[src/hdl/wdnp_pkg.sv]
package wdnp_pkg;

  typedef logic [1:0] kind_t;

  localparam kind_t KIND_LUMP  = 2'd0;
  localparam kind_t KIND_START = 2'd1;
  localparam kind_t KIND_MAP   = 2'd2;
  localparam kind_t KIND_END   = 2'd3;

  localparam logic [7:0] CH_UNDERSCORE = 8'h5F;
  localparam logic [7:0] CH_S          = 8'h53;
  localparam logic [7:0] CH_T          = 8'h54;
  localparam logic [7:0] CH_A          = 8'h41;
  localparam logic [7:0] CH_R          = 8'h52;
  localparam logic [7:0] CH_E          = 8'h45;
  localparam logic [7:0] CH_N          = 8'h4E;
  localparam logic [7:0] CH_D          = 8'h44;
  localparam logic [7:0] CH_M          = 8'h4D;
  localparam logic [7:0] CH_0          = 8'h30;
  localparam logic [7:0] CH_9          = 8'h39;

  localparam logic [7:0] MAP_COUNT_RST = 8'd10;

  localparam int NAME_BYTES = 8;
  localparam int IN_DATA_W  = 128;
  localparam int OUT_DATA_W = 104;

endpackage

[src/hdl/wad_descriptor_nesting_parser_unit.sv]
// Directory descriptor nesting parser: one 16-byte descriptor in, one classified
// result out, at one request per clock sustained while the output side is ready.
// Each request passes an input register, name decode and stack update, and an
// output register. The top of the directory stack lives in a register; the entries
// below it sit in a small RAM that is read ahead, which is what lets a pop follow
// a push or another pop in the next cycle. No clearing pass is needed after reset.
module wad_descriptor_nesting_parser_unit import wdnp_pkg::*; #(
  parameter int MAX_DEPTH   = 16,
  parameter int MAX_ENTRIES = 65536
) (
  input  logic                  clk,
  input  logic                  rst_n,
  input  logic                  cfg_we,
  input  logic [7:0]            cfg_wdata,   // map_entry_count
  input  logic                  in_tvalid,
  output logic                  in_tready,
  // elem_offset[31:0], elem_length[63:32], name_bytes[127:64]
  input  logic [IN_DATA_W-1:0]  in_tdata,
  input  logic [0:0]            in_tuser,    // start_of_list
  output logic                  out_tvalid,
  input  logic                  out_tready,
  // entry_index[15:0], parent_index[31:16], parent_is_root[32], nest_depth[37:33],
  // out_offset[69:38], out_length[101:70], stack_overflow[102], unmatched_end[103]
  output logic [OUT_DATA_W-1:0] out_tdata,
  output logic [1:0]            out_tuser    // entry_kind
);

  localparam int LW = $clog2(MAX_DEPTH + 1);
  localparam int AW = $clog2(MAX_DEPTH);
  localparam int IW = $clog2(MAX_ENTRIES);

  // input register
  logic                 in_v_r;
  logic [IN_DATA_W-1:0] in_data_r;
  logic                 in_sol_r;

  // output register
  logic                  out_v_r;
  logic [OUT_DATA_W-1:0] out_data_r;
  kind_t                 out_kind_r;

  // parser state
  logic [7:0]    map_count_r;
  logic [LW-1:0] level_r, level_nxt;
  logic [7:0]    cd_r, cd_nxt;
  logic [IW-1:0] idx_r, idx_nxt;
  logic [15:0]   top_r, top_nxt;
  logic          byp_r;
  logic [15:0]   byp_data_r;

  logic          out_ok;
  logic          proc;
  kind_t         kind;
  logic [LW-1:0] level_eff;
  logic [7:0]    cd_eff;
  logic [IW-1:0] idx_eff;
  logic [15:0]   idx16;
  logic [15:0]   below;
  logic          ovf;
  logic          unm;
  logic          ram_we;
  logic [AW-1:0] ram_waddr;
  logic [AW-1:0] ram_raddr;
  logic [15:0]   ram_rdata;

  assign out_ok    = !out_v_r || out_tready;
  assign proc      = in_v_r && out_ok;
  assign in_tready = !in_v_r || out_ok;

  wdnp_decode u_decode (
    .name (in_data_r[127:64]),
    .kind (kind)
  );

  assign level_eff = in_sol_r ? '0 : level_r;
  assign cd_eff    = in_sol_r ? 8'd0 : cd_r;
  assign idx_eff   = in_sol_r ? '0 : idx_r;
  assign idx16     = 16'(idx_eff);

  // entry just under the top; a push last cycle wrote exactly the read address
  assign below = byp_r ? byp_data_r : ram_rdata;

  always_comb begin
    level_nxt = level_r;
    cd_nxt    = cd_r;
    idx_nxt   = idx_r;
    top_nxt   = top_r;
    ovf       = 1'b0;
    unm       = 1'b0;
    ram_we    = 1'b0;
    ram_waddr = AW'(level_eff - LW'(1));
    if (proc) begin
      level_nxt = level_eff;
      cd_nxt    = cd_eff;
      idx_nxt   = (idx_eff == IW'(MAX_ENTRIES - 1)) ? '0 : idx_eff + IW'(1);
      unique case (kind)
        KIND_END: begin
          if (level_eff != '0) begin
            level_nxt = level_eff - LW'(1);
            top_nxt   = below;
          end else begin
            unm = 1'b1;
          end
        end
        KIND_START, KIND_MAP: begin
          if (level_eff < LW'(MAX_DEPTH)) begin
            level_nxt = level_eff + LW'(1);
            top_nxt   = idx16;
            ram_we    = (level_eff != '0);
          end else begin
            ovf = 1'b1;
          end
          if (kind == KIND_MAP) begin
            cd_nxt = map_count_r;
          end
        end
        default: begin
          if (cd_eff != 8'd0) begin
            cd_nxt = cd_eff - 8'd1;
            if (cd_eff == 8'd1 && level_eff != '0) begin
              level_nxt = level_eff - LW'(1);
              top_nxt   = below;
            end
          end
        end
      endcase
    end
  end

  // keep the ram output pointed at the entry under the next top
  assign ram_raddr = AW'(level_nxt - LW'(2));

  wdnp_ram #(
    .WIDTH (16),
    .DEPTH (MAX_DEPTH)
  ) u_stack_ram (
    .clk   (clk),
    .we    (ram_we),
    .waddr (ram_waddr),
    .wdata (top_r),
    .raddr (ram_raddr),
    .rdata (ram_rdata)
  );

  always_ff @(posedge clk) begin
    if (!rst_n) begin
      in_v_r      <= 1'b0;
      out_v_r     <= 1'b0;
      map_count_r <= MAP_COUNT_RST;
      level_r     <= '0;
      cd_r        <= 8'd0;
      idx_r       <= '0;
      byp_r       <= 1'b0;
    end else begin
      if (in_tready) begin
        in_v_r <= in_tvalid;
      end
      if (proc) begin
        out_v_r <= 1'b1;
      end else if (out_tready) begin
        out_v_r <= 1'b0;
      end
      if (cfg_we) begin
        map_count_r <= cfg_wdata;
      end
      level_r <= level_nxt;
      cd_r    <= cd_nxt;
      idx_r   <= idx_nxt;
      byp_r   <= ram_we && (ram_waddr == ram_raddr);
    end
  end

  always_ff @(posedge clk) begin
    if (in_tready && in_tvalid) begin
      in_data_r <= in_tdata;
      in_sol_r  <= in_tuser[0];
    end
    top_r      <= top_nxt;
    byp_data_r <= top_r;
    if (proc) begin
      out_kind_r <= kind;
      out_data_r <= {unm, ovf, in_data_r[63:32], in_data_r[31:0], 5'(level_eff),
                     (level_eff == '0), (level_eff == '0) ? 16'd0 : top_r, idx16};
    end
  end

  assign out_tvalid = out_v_r;
  assign out_tdata  = out_data_r;
  assign out_tuser  = out_kind_r;

endmodule

[src/hdl/wdnp_ram.sv]
module wdnp_ram #(
  parameter int WIDTH = 16,
  parameter int DEPTH = 16
) (
  input  logic                     clk,
  input  logic                     we,
  input  logic [$clog2(DEPTH)-1:0] waddr,
  input  logic [WIDTH-1:0]         wdata,
  input  logic [$clog2(DEPTH)-1:0] raddr,
  output logic [WIDTH-1:0]         rdata
);

  logic [WIDTH-1:0] mem [DEPTH];
  logic [WIDTH-1:0] rdata_r;

  always_ff @(posedge clk) begin
    if (we) begin
      mem[waddr] <= wdata;
    end
    rdata_r <= mem[raddr];
  end

  assign rdata = rdata_r;

endmodule

[src/hdl/wdnp_decode.sv]
module wdnp_decode import wdnp_pkg::*; (
  input  logic [8*NAME_BYTES-1:0] name,
  output kind_t                   kind
);

  logic [7:0] b [NAME_BYTES];
  logic [3:0] len;
  logic       end_hit;
  logic       start_hit;
  logic       map_hit;

  always_comb begin
    for (int k = 0; k < NAME_BYTES; k++) begin
      b[k] = name[8*k +: 8];
    end
  end

  // name length is the position of the first zero byte
  always_comb begin
    len = 4'd8;
    for (int k = NAME_BYTES - 1; k >= 0; k--) begin
      if (b[k] == 8'h00) begin
        len = 4'(k);
      end
    end
  end

  always_comb begin
    end_hit   = 1'b0;
    start_hit = 1'b0;
    for (int l = 5; l <= NAME_BYTES; l++) begin
      if (len == 4'(l) && b[l-4] == CH_UNDERSCORE && b[l-3] == CH_E &&
          b[l-2] == CH_N && b[l-1] == CH_D) begin
        end_hit = 1'b1;
      end
    end
    for (int l = 7; l <= NAME_BYTES; l++) begin
      if (len == 4'(l) && b[l-6] == CH_UNDERSCORE && b[l-5] == CH_S &&
          b[l-4] == CH_T && b[l-3] == CH_A && b[l-2] == CH_R && b[l-1] == CH_T) begin
        start_hit = 1'b1;
      end
    end
    map_hit = (len == 4'd4) && (b[0] == CH_E) && (b[2] == CH_M) &&
              (b[1] >= CH_0) && (b[1] <= CH_9) && (b[3] >= CH_0) && (b[3] <= CH_9);
  end

  always_comb begin
    priority if (end_hit) begin
      kind = KIND_END;
    end else if (start_hit) begin
      kind = KIND_START;
    end else if (map_hit) begin
      kind = KIND_MAP;
    end else begin
      kind = KIND_LUMP;
    end
  end

endmodule
[config.mk]
export PLATFORM = sky130hd
export DESIGN_NAME = wad_descriptor_nesting_parser_unit
export DESIGN_NICKNAME = d
export VERILOG_FILES = /design/src/hdl/wdnp_pkg.sv /design/src/hdl/wad_descriptor_nesting_parser_unit.sv /design/src/hdl/wdnp_ram.sv /design/src/hdl/wdnp_decode.sv
export SDC_FILE = /design/constraint.sdc
export NUM_CORES = 1
export LEC_CHECK = 0
export BUFFER_PORTS_ARGS = -buffer_cell sky130_fd_sc_hd__buf_2
export CAP_MARGIN = 20
export CORE_MARGIN = 3
export CORE_UTILIZATION = 56
export DETAILED_ROUTE_END_ITERATION = 8
export PLACE_DENSITY = 0.8
export SYNTH_ARGS = -nofsm -noshare
export SYNTH_HDL_FRONTEND = slang
export SYNTH_SLANG_ARGS = --single-unit
export TNS_END_PERCENT = 20
[constraint.sdc]
create_clock -name clk -period 6.26 [get_ports clk]
set_input_delay 0 -clock clk [delete_from_list [all_inputs] [get_ports clk]]
set_output_delay 0 -clock clk [all_outputs]
set_load 0.03 [all_outputs]
==> results.txt, run 1 <==
Slew HR - 0.263
P&R area growth vs syn - 23.8%
Distinct cells, synth - 73
#FFs+latches synth - 579
RR Startpoint - in_data_r[67]$_DFFE_PP_
Seq pwr share - 0.538
min-delay worst type - in2reg
Post-synth EDFFs - 507
asr flop ratio synth - 0
Critical Path Source Type - flip-flop
R2R Path End - u_stack_ram.rdata[11]$_DFF_P_
Max Cap Violations - 0
fin area - 27700 µm²
hold_ws - 0.0990 ns
Overflow after GRT - 0
Total Nets Final - 2107
Critical Path RT - 6.76 ns
# diodes - 0
TritonCTS clock tree - yes
setup ws final - 0.272 ns
FMAX - 167 MHz
die extent in y - 206 µm
P_sw - 1.72 mW
count of final setup violators - 0
final setup TNS - 0 ns
worst stage delay on the critical path - 0.52 ns
via count - 16200
Stages on worst setup path - 21
skew final - 0.0213 ns
root buffer cell - clkbuf_16
CP Max Fanout - 22
Post-DP Area - 24400 µm²
Cell Int Power - 6.30 mW
clk sinks - 579
Bufs on Longest Clock Path - 3
Pleak - 10.8 nW
Worst R2R Setup Slack - 0.27 ns
top-level I/O count - 250
core area - 39100 µm²
crit path DAT - 6.48 ns
gr usage total - 0.306
RSZ-0062 raised after global routing - no
Antenna Nets Post-Route - 0
Initial DRC Count - 2732
Top delay family on crit path - simple AND/OR/NAND/NOR gates
share of cells above drive strength 1 - 0.203
routability-driven placement congestion ratio - 0.922
share of the synthesized area in the top cell type - 0.680
synth warn - 0
top_reg_cell synth - edfxtp_1
WL/cell - 25.8 µm
Starting Density - 0.573
Cell Chain, Critical Path - nor4_1, nand2_1, nand2_1, o22ai_1, nor4_1, o21ai_1, and2_1, o41ai_1, inv_1, ha_1, inv_1, o21ai_0, a221oi_1, o211ai_1, o211a_1, ha_1, nand2_2, buf_4, a211oi_1, nor4_1, mux2_2
combinational power share - 0.046
WP buf/inv - 3
die area - 42400 µm²
clk slew on worst S/H paths - 0.07 ns
Post-Synthesis Net Count - 1676
Hold Fails Final Rpt - 0
synth top area cells - edfxtp_1 (68%), dfxtp_1 (6.4%), a211oi_1 (3.5%)
worst setup path end - u_stack_ram.rdata[11]$_DFF_P_
Final HPWL DP - 34100 µm
min Tclk post-route - 5.99 ns
vias per inst - 6.45
first-pass GRT wire length - 98100 µm
row count - 72
largest net degree at the start of global routing - 102
Post-Route WL - 64900 µm
Post-Syn Area - 22400 µm²
Tcrit/Tclk final - 0.957
CTS H-tree depth - 2
Setup CP Type - reg2reg
clock power share - 0.416
P per Cell Area - 289 nW/µm²
post-synthesis sequential area ratio - 0.744
cell mode on critical path - nor4_1
Max Slew Vio Count - 0
final core utilization - 0.709
Slew @ Worst Pin - 1.10 ns
area leader, netlist - edfxtp_1
Post-Syn Instances - 1521
CTS Buf Count - 54
worst setup path start - in_data_r[67]$_DFFE_PP_
Crit-path slowest cell - nor4_1
number of global-route vias before repair - 16300
number of antenna violations at the first check in global routing - 0
worst reg2reg path depth - 21
syn_area_per_cell - 14.7 µm²
Crit. End Element - flip-flop
outcome - complete, no violations
sw frac - 0.214
Post-CTS Setup Inserts - 0
Die Wd - 206 µm
Port Buffer Count - 249
Worst-Skew Late Latency - 0.60 ns
DRC Markers - 0
drt pass-1 iters - 7
Placement Setup Slack - 0.565 ns
worst vdd ir - 0.263 mV
## worst min path at each step
stage,to,depth (start not counted),from
5_1_grt,in_data_r[1]$_DFFE_PP_,2,in_tdata[1]
3_5_place_dp,in_data_r[66]$_DFFE_PP_,1,in_tdata[66]
3_3_place_gp,in_data_r[6]$_DFFE_PP_,1,in_tdata[6]
4_1_cts,in_data_r[18]$_DFFE_PP_,2,in_tdata[18]
6_report,in_data_r[8]$_DFFE_PP_,2,in_tdata[8]
2_1_floorplan,in_data_r[0]$_DFFE_PP_,0,in_tdata[0]
## cell type report
class	instances	area (µm²)
clock buffers	68	1440
clock inverters	32	335
fillers	2255	11400
inverters	17	66.3
multi-input cells	839	5310
flip-flops and latches	579	16700
well taps	518	648
repair buffers	461	3250
## through the flow
step	power, mW	instances
global placement	4.63	2255
detailed placement	4.64	2255
CTS	7.93	2514
global route	8.19	2514
finish	8.02	2514
floorplan	4.53	1521
## cell families after synthesis
logic type | share of synthesized area
AO/OA/AOI/OAI | 0.0862
AND/OR/NAND/NOR | 0.120
adder cells (fa/ha/maj) | 0.00726
XOR/XNOR | 0.00860
multiplexers | 0.0136
flip-flops | 0.744
buffers and inverters | 0.0201
## registers in the layout, summed over array words and instances, names as in the netlist, 2 cells and up
register           count
out_tdata            104
byp_data_r            16
map_count_r            8
out_tuser              2
cd_r                   8
level_r                5
u_stack_ram.mem      256
top_r                 16
idx_r                 16
u_stack_ram.rdata     16
in_data_r            128
## Yosys cell counts, types with 4 or more instances
| library cell | number |
|---|---|
| a211oi_1 | 103 |
| a21boi_0 | 8 |
| a21oi_1 | 62 |
| a22oi_1 | 11 |
| a31oi_1 | 6 |
| and2_1 | 26 |
| and3_1 | 114 |
| buf_2 | 31 |
| buf_4 | 4 |
| clkbuf_1 | 46 |
| dfxtp_1 | 72 |
| edfxtp_1 | 507 |
| ha_1 | 13 |
| inv_1 | 16 |
| mux2i_1 | 27 |
| nand2_1 | 112 |
| nand2b_1 | 4 |
| nand3_1 | 17 |
| nand3b_1 | 8 |
| nand4_1 | 14 |
| nand4b_1 | 4 |
| nor2_1 | 68 |
| nor2b_1 | 37 |
| nor3_1 | 9 |
| nor3b_1 | 6 |
| nor4_1 | 50 |
| nor4b_1 | 4 |
| o211ai_1 | 4 |
| o21a_1 | 4 |
| o21ai_0 | 35 |
| o22ai_1 | 7 |
| o32a_1 | 12 |
| or3_1 | 7 |
| or4_1 | 5 |
| xnor2_1 | 12 |
| xor2_1 | 5 |
## metal layers
layer  wire length (µm)  global-route usage  vias to the layer above
li1                   -                   -                     6751
met1              22800               0.393                     7777
met2              31300               0.503                     1379
met3               7290              0.0702                      308
met4               3480               0.134                        0
met5                  0                   0                        -
## what timing repair did
item,CTS,global route
gates resized for setup,0,0
hold buffers,159,0
hold endpoints to repair,167,0
## power by group through the flow
| stage | sequential (mW) | combinational [mW] | clock, mW |
|---|---|---|---|
| final | 4.32 | 0.367 | 3.34 |
| after global placement | 4.38 | 0.245 | 0 |
| after global routing | 4.32 | 0.380 | 3.49 |
| after CTS | 4.31 | 0.334 | 3.29 |
| after floorplan | 4.44 | 0.0849 | 0 |
| after detailed placement | 4.39 | 0.252 | 0 |
## cell usage in the layout (no fill, tap or decap), types with 25 or more instances in the layout
master | synthesis | final
edfxtp_1 | 507 | 507
buf_2 | 31 | 249
dlygate4sd3_1 | 0 | 159
and3_1 | 114 | 114
nand2_1 | 112 | 111
a211oi_1 | 103 | 103
dfxtp_1 | 72 | 72
nor2_1 | 68 | 68
a21oi_1 | 62 | 61
clkbuf_16 | 0 | 54
buf_4 | 4 | 52
nor4_1 | 50 | 50
nor2b_1 | 37 | 37
o21ai_0 | 35 | 35
mux2i_1 | 27 | 27
and2_1 | 26 | 25
No activity file was read; power rests on OpenSTA's default activity.
==> run 2: changes to the inputs <==
--- a/config.mk
+++ b/config.mk
@@ -7,11 +7,11 @@
 export LEC_CHECK = 0
 export BUFFER_PORTS_ARGS = -buffer_cell sky130_fd_sc_hd__buf_2
 export CAP_MARGIN = 20
-export CORE_MARGIN = 3
 export CORE_UTILIZATION = 56
 export DETAILED_ROUTE_END_ITERATION = 8
 export PLACE_DENSITY = 0.8
 export SYNTH_ARGS = -nofsm -noshare
 export SYNTH_HDL_FRONTEND = slang
+export SYNTH_HIERARCHICAL = 1
 export SYNTH_SLANG_ARGS = --single-unit
 export TNS_END_PERCENT = 20
==> results.txt, run 2 <==
top-count cell post-synth - edfxtp_1
CTS Buf Count - 54
clk sinks - 579
P per Cell Area - 292 nW/µm²
Crit. End Element - flip-flop
synth top area cells - edfxtp_1 (69%), dfxtp_1 (6.5%), mux4_2 (5.5%)
DRC Markers - 0
final setup TNS - 0 ns
Distinct cells, synth - 81
clk slew on worst S/H paths - 0.07 ns
crit path DAT - 6.58 ns
min Tclk post-route - 6.10 ns
asr flop ratio synth - 0
count of final setup violators - 0
die area - 40100 µm²
Post-Syn Area - 22000 µm²
Post-Syn Instances - 1266
Fillers - 2309
gr usage total - 0.304
P&R area growth vs syn - 23.9%
CP Max Fanout - 17
die extent in y - 200 µm
Initial DRC Count - 2079
Starting Density - 0.569
Bufs on Longest Clock Path - 3
root buffer cell - clkbuf_16
worst vdd ir - 0.288 mV
Critical Path Source Type - flip-flop
Max Cap Violations - 0
Worst-Skew Late Latency - 0.61 ns
area taken by multi-input logic gates - 5040 µm²
skew final - 0.0402 ns
Die Wd - 200 µm
share of the synthesized area in the top cell type - 0.691
#FFs+latches synth - 579
Slew HR - 0.236
Tcrit/Tclk final - 0.974
post-synthesis sequential area ratio - 0.757
Post-synth top cells - edfxtp_1 (507), dfxtp_1 (72), nand2_1 (71), nor2_1 (71), mux4_2 (54)
number of global-route vias before repair - 14400
Post-Route WL - 61200 µm
number of antenna violations at the first check in global routing - 1
Overflow after GRT - 0
FMAX - 164 MHz
synth warn - 6
Post-DP Area - 24000 µm²
core area - 38700 µm²
Setup CP Type - reg2reg
Max Slew Vio Count - 0
Port Buffer Count - 249
top_reg_cell synth - edfxtp_1
Post-Synthesis Net Count - 1417
Final HPWL DP - 32100 µm
WL/cell - 26.9 µm
TritonCTS clock tree - yes
Critical Path RT - 6.74 ns
routability-driven placement congestion ratio - 0.923
largest net degree at the start of global routing - 87
CTS H-tree depth - 2
syn_area_per_cell - 17.4 µm²
Total Nets Final - 1857
Hold Fails Final Rpt - 0
Post-synth EDFFs - 507
min-delay worst type - in2reg
FF/Latch Area - 16700 µm²
share of cells above drive strength 1 - 0.270
Pleak - 8.52 nW
Antenna Nets Post-Route - 0
area leader, netlist - edfxtp_1
Slew @ Worst Pin - 1.15 ns
highest-count cells in the layout ignoring fill and taps - edfxtp_1 (507), buf_2 (249), dlygate4sd3_1 (151)
row count - 72
top-level I/O count - 250
outcome - complete, no violations
Biggest register - u_stack_ram/mem
via count - 14200
max reg flops - 256
first-pass GRT wire length - 90300 µm
fin area - 27300 µm²
most common cell after layout, fill and taps aside - edfxtp_1
RSZ-0062 raised after global routing - no
drt pass-1 iters - 7
vias per inst - 6.24
-- run 2: cell count changes after synthesis, moves of 14 or more --
cell	change
a21oi_1	-33
nor2b_1	-14
buf_2	-24
a211oi_1	-101
and2_1	-22
mux4_2	+54
clkbuf_1	-17
nand2_1	-41
a22oi_1	+34
nor4_1	-34
and3_1	-100
-- run 2: critical path: stages, from the launching register on --
cell and delay, ns:
edfxtp_1 0.41, or4_1 0.57, nor4_1 0.53, nand4b_1 0.29, and4b_1 0.24, o21ai_1 0.24
o211ai_1 0.17, buf_4 0.19, inv_1 0.08, ha_1 0.59, buf_4 0.30, a21oi_1 0.05
o21ai_0 0.19, a31oi_1 0.10, a311oi_2 0.33, a21o_4 0.32, buf_4 0.32, mux4_1 0.65
a22oi_1 0.27, nand2_1 0.09
-- run 2: cell type report --
| cell class | count | area share |
|---|---|---|
| Sequential cell | 579 | 0.611 |
| Inverter | 20 | 0.00284 |
| Tap cell | 518 | 0.0238 |
| Clock inverter | 37 | 0.0140 |
| Timing Repair Buffer | 441 | 0.113 |
| Antenna cell | 2 | 0.000183 |
| Clock buffer | 63 | 0.0508 |
| Multi-Input combinational cell | 610 | 0.185 |
-- run 2: repair_timing --
item                       4_1_cts  5_1_grt
resized for setup                0        2
hold buffers                   151        0
buffers inserted                 0        4
hold endpoints to repair       149        0
setup endpoints to repair        0        8
-- run 2: logic make-up after synthesis --
kind of cell | synth area share
compound gates | 0.0533
fa+ha+maj | 0.00511
buf+inv | 0.0176
mux | 0.0801
simple gates | 0.0807
flops | 0.757
xor+xnor | 0.00676
-- run 2: worst paths after layout --
kind / cells past startpoint / to / slack (ns) / from
setup reg to reg: 19 / u_stack_ram/rdata[11]$_DFF_P_ / 0.16 / in_data_r[65]$_DFFE_PP_
setup / recovery: 19 / u_stack_ram/rdata[11]$_DFF_P_ / 0.16 / in_data_r[65]$_DFFE_PP_
hold reg to reg: 0 / out_tdata[52]$_DFFE_PP_ / 0.42 / in_data_r[14]$_DFFE_PP_
hold / removal: 2 / in_data_r[42]$_DFFE_PP_ / 0.1 / in_tdata[42]
-- run 2: power by group --
group | switching [mW] | total (mW) | internal (mW)
combinational | 0.194 | 0.325 | 0.131
sequential | 0.0512 | 4.31 | 4.26
clock | 1.49 | 3.34 | 1.85
total | 1.74 | 7.98 | 6.24
-- run 2: routing by layer --
layer	vias to the layer above	global-route usage	share of wire	wire length (µm)
met5	-	0	0	0
met4	0	0.158	0.059	3600
met3	278	0.0622	0.10	6330
met2	1131	0.513	0.49	30200
met1	6835	0.371	0.34	21000
li1	5921	-	-	-
-- run 2: per-stage QoR --
| step | setup WS, ns | cells | utilization | hold slack [ns] | total power, mW |
|---|---|---|---|---|---|
| 5_1_grt | 0.0123 | 2269 | 0.704 | 0.0877 | 8.15 |
| 6_report | 0.161 | 2270 | 0.704 | 0.0957 | 7.98 |
| 4_1_cts | 0.479 | 2263 | 0.703 | 0.0739 | 7.90 |
| 2_1_floorplan | 0.0539 | 1266 | - | 0.0989 | 4.50 |
| 3_3_place_gp | 0.725 | 2012 | 0.618 | 0.176 | 4.59 |
| 3_5_place_dp | 0.576 | 2012 | 0.618 | 0.178 | 4.60 |
==> run 3: changes to the inputs <==
--- a/config.mk
+++ b/config.mk
@@ -7,9 +7,10 @@
 export LEC_CHECK = 0
 export BUFFER_PORTS_ARGS = -buffer_cell sky130_fd_sc_hd__buf_2
 export CAP_MARGIN = 20
-export CORE_UTILIZATION = 56
+export CORE_ASPECT_RATIO = 0.5
+export CORE_UTILIZATION = 43
 export DETAILED_ROUTE_END_ITERATION = 8
-export PLACE_DENSITY = 0.8
+export PLACE_DENSITY = 0.65
 export SYNTH_ARGS = -nofsm -noshare
 export SYNTH_HDL_FRONTEND = slang
 export SYNTH_HIERARCHICAL = 1
==> results.txt, run 3 (synthesized netlist as in run 2, its figures left out) <==
final setup TNS - 0 ns
Antenna Nets Post-Route - 0
gr usage total - 0.199
WL/cell - 21.5 µm
max reg flops - 256
Cell Int Power - 6.22 mW
die area - 52200 µm²
Overflow after GRT - 0
Max Slew Vio Count - 0
count of final setup violators - 0
skew final - 0.0243 ns
combinational power share - 0.039
Worst R2R Setup Slack - 0.30 ns
CTS H-tree depth - 2
outcome - complete, no violations
hold_ws - 0.119 ns
Port Buffer Count - 249
vias per inst - 5.36
Top delay family on crit path - simple AND/OR/NAND/NOR gates
core area - 50400 µm²
sw frac - 0.206
first-pass GRT wire length - 78000 µm
Tcrit/Tclk final - 0.953
Setup CP Type - reg2reg
Fillers - 3951
root buffer cell - clkbuf_16
Initial DRC Count - 1075
highest-count cells in the layout ignoring fill and taps - edfxtp_1 (507), buf_2 (249), dlygate4sd3_1 (151)
Starting Density - 0.437
P_sw - 1.61 mW
number of antenna violations at the first check in global routing - 2
Slew HR - 0.259
RSZ-0062 raised after global routing - no
worst stage delay on the critical path - 0.91 ns
Final Power - 7.83 mW
Crit-path slowest cell - and2_1
Die Wd - 322 µm
min Tclk post-route - 5.96 ns
Cell Chain, Critical Path - or4b_1, or4_1, or4_4, a211oi_2, a31oi_1, o211ai_1, inv_1, ha_1, buf_4, a31oi_1, a41oi_1, o21ai_4, ha_1, xnor2_1, and2_1, a22oi_1, nand2_1
crit path DAT - 6.50 ns
Crit. End Element - flip-flop
min-delay worst type - in2reg
FMAX - 168 MHz
Worst-Skew Late Latency - 0.60 ns
WP buf/inv - 2
row count - 58
Pleak - 8.47 nW
share of cells above drive strength 1 - 0.264
Post-Route WL - 52200 µm
CP Max Fanout - 34
CTS resizes - 0
clock power share - 0.413
Critical Path RT - 6.79 ns
TritonCTS clock tree - yes
Final HPWL DP - 31000 µm
Critical Path Source Type - flip-flop
via count - 13000
worst vdd ir - 0.195 mV
most common cell after layout, fill and taps aside - edfxtp_1
top-level I/O count - 250
clk slew on worst S/H paths - 0.06 ns
clk sinks - 579
CTS Buf Count - 52
Slew @ Worst Pin - 1.11 ns
Hold Fails Final Rpt - 0
routability-driven placement congestion ratio - 0.886
Seq pwr share - 0.548
number of global-route vias before repair - 13000
Max Cap Violations - 0
Bufs on Longest Clock Path - 3
drt pass-1 iters - 5
P per Cell Area - 286 nW/µm²
largest net degree at the start of global routing - 73
die extent in y - 162 µm
hold-fix buffers at CTS - 151
DRC Markers - 0
Total Nets Final - 1846
Post-CTS Setup Inserts - 0
Biggest register - u_stack_ram/mem
P&R area growth vs syn - 24.5%
[run 3: routing by layer]
| layer | part of all wire | vias to the layer above | track usage |
|---|---|---|---|
| li1 | - | 5901 | - |
| met1 | 0.42 | 6602 | 0.272 |
| met2 | 0.49 | 429 | 0.330 |
| met3 | 0.060 | 87 | 0.0357 |
| met4 | 0.023 | 0 | 0.0515 |
| met5 | 0 | - | 0 |
[run 3: final cells by class]
cell class / count / area [µm²] / area share
Tap cell: 690 / 863 / 0.0315
Multi-Input combinational cell: 609 / 5020 / 0.183
Sequential cell: 579 / 16700 / 0.608
Antenna cell: 2 / 5.00 / 0.000183
Timing Repair Buffer: 433 / 3060 / 0.111
Clock inverter: 25 / 288 / 0.0105
Inverter: 20 / 77.6 / 0.00283
Clock buffer: 70 / 1440 / 0.0525
[run 3: power by group through the flow]
stage / combinational, mW / sequential (mW) / clock (mW)
3_3_place_gp: 0.222 / 4.37 / 0
4_1_cts: 0.301 / 4.29 / 3.28
5_1_grt: 0.323 / 4.30 / 3.43
6_report: 0.304 / 4.29 / 3.23
3_5_place_dp: 0.223 / 4.38 / 0
2_1_floorplan: 0.0651 / 4.43 / 0
[run 3: worst paths after layout]
check	start	end	cells past startpoint
setup / recovery	in_data_r[89]$_DFFE_PP_	u_stack_ram/rdata[7]$_DFF_P_	17
hold / removal	in_tdata[106]	in_data_r[106]$_DFFE_PP_	2
setup reg to reg	in_data_r[89]$_DFFE_PP_	u_stack_ram/rdata[7]$_DFF_P_	17
hold reg to reg	in_data_r[32]$_DFFE_PP_	out_tdata[70]$_DFFE_PP_	0
[run 3: metrics by stage]
stage | utilization | std cells | area (µm²) | worst slack [ns]
after detailed placement | 0.479 | 2180 | 24200 | 0.405
after global routing | 0.544 | 2427 | 27400 | 0.0370
after CTS | 0.544 | 2426 | 27400 | 0.400
final | 0.544 | 2428 | 27400 | 0.296
after global placement | 0.479 | 2180 | 24200 | 0.558
after floorplan | - | 1266 | 22000 | 0.0539
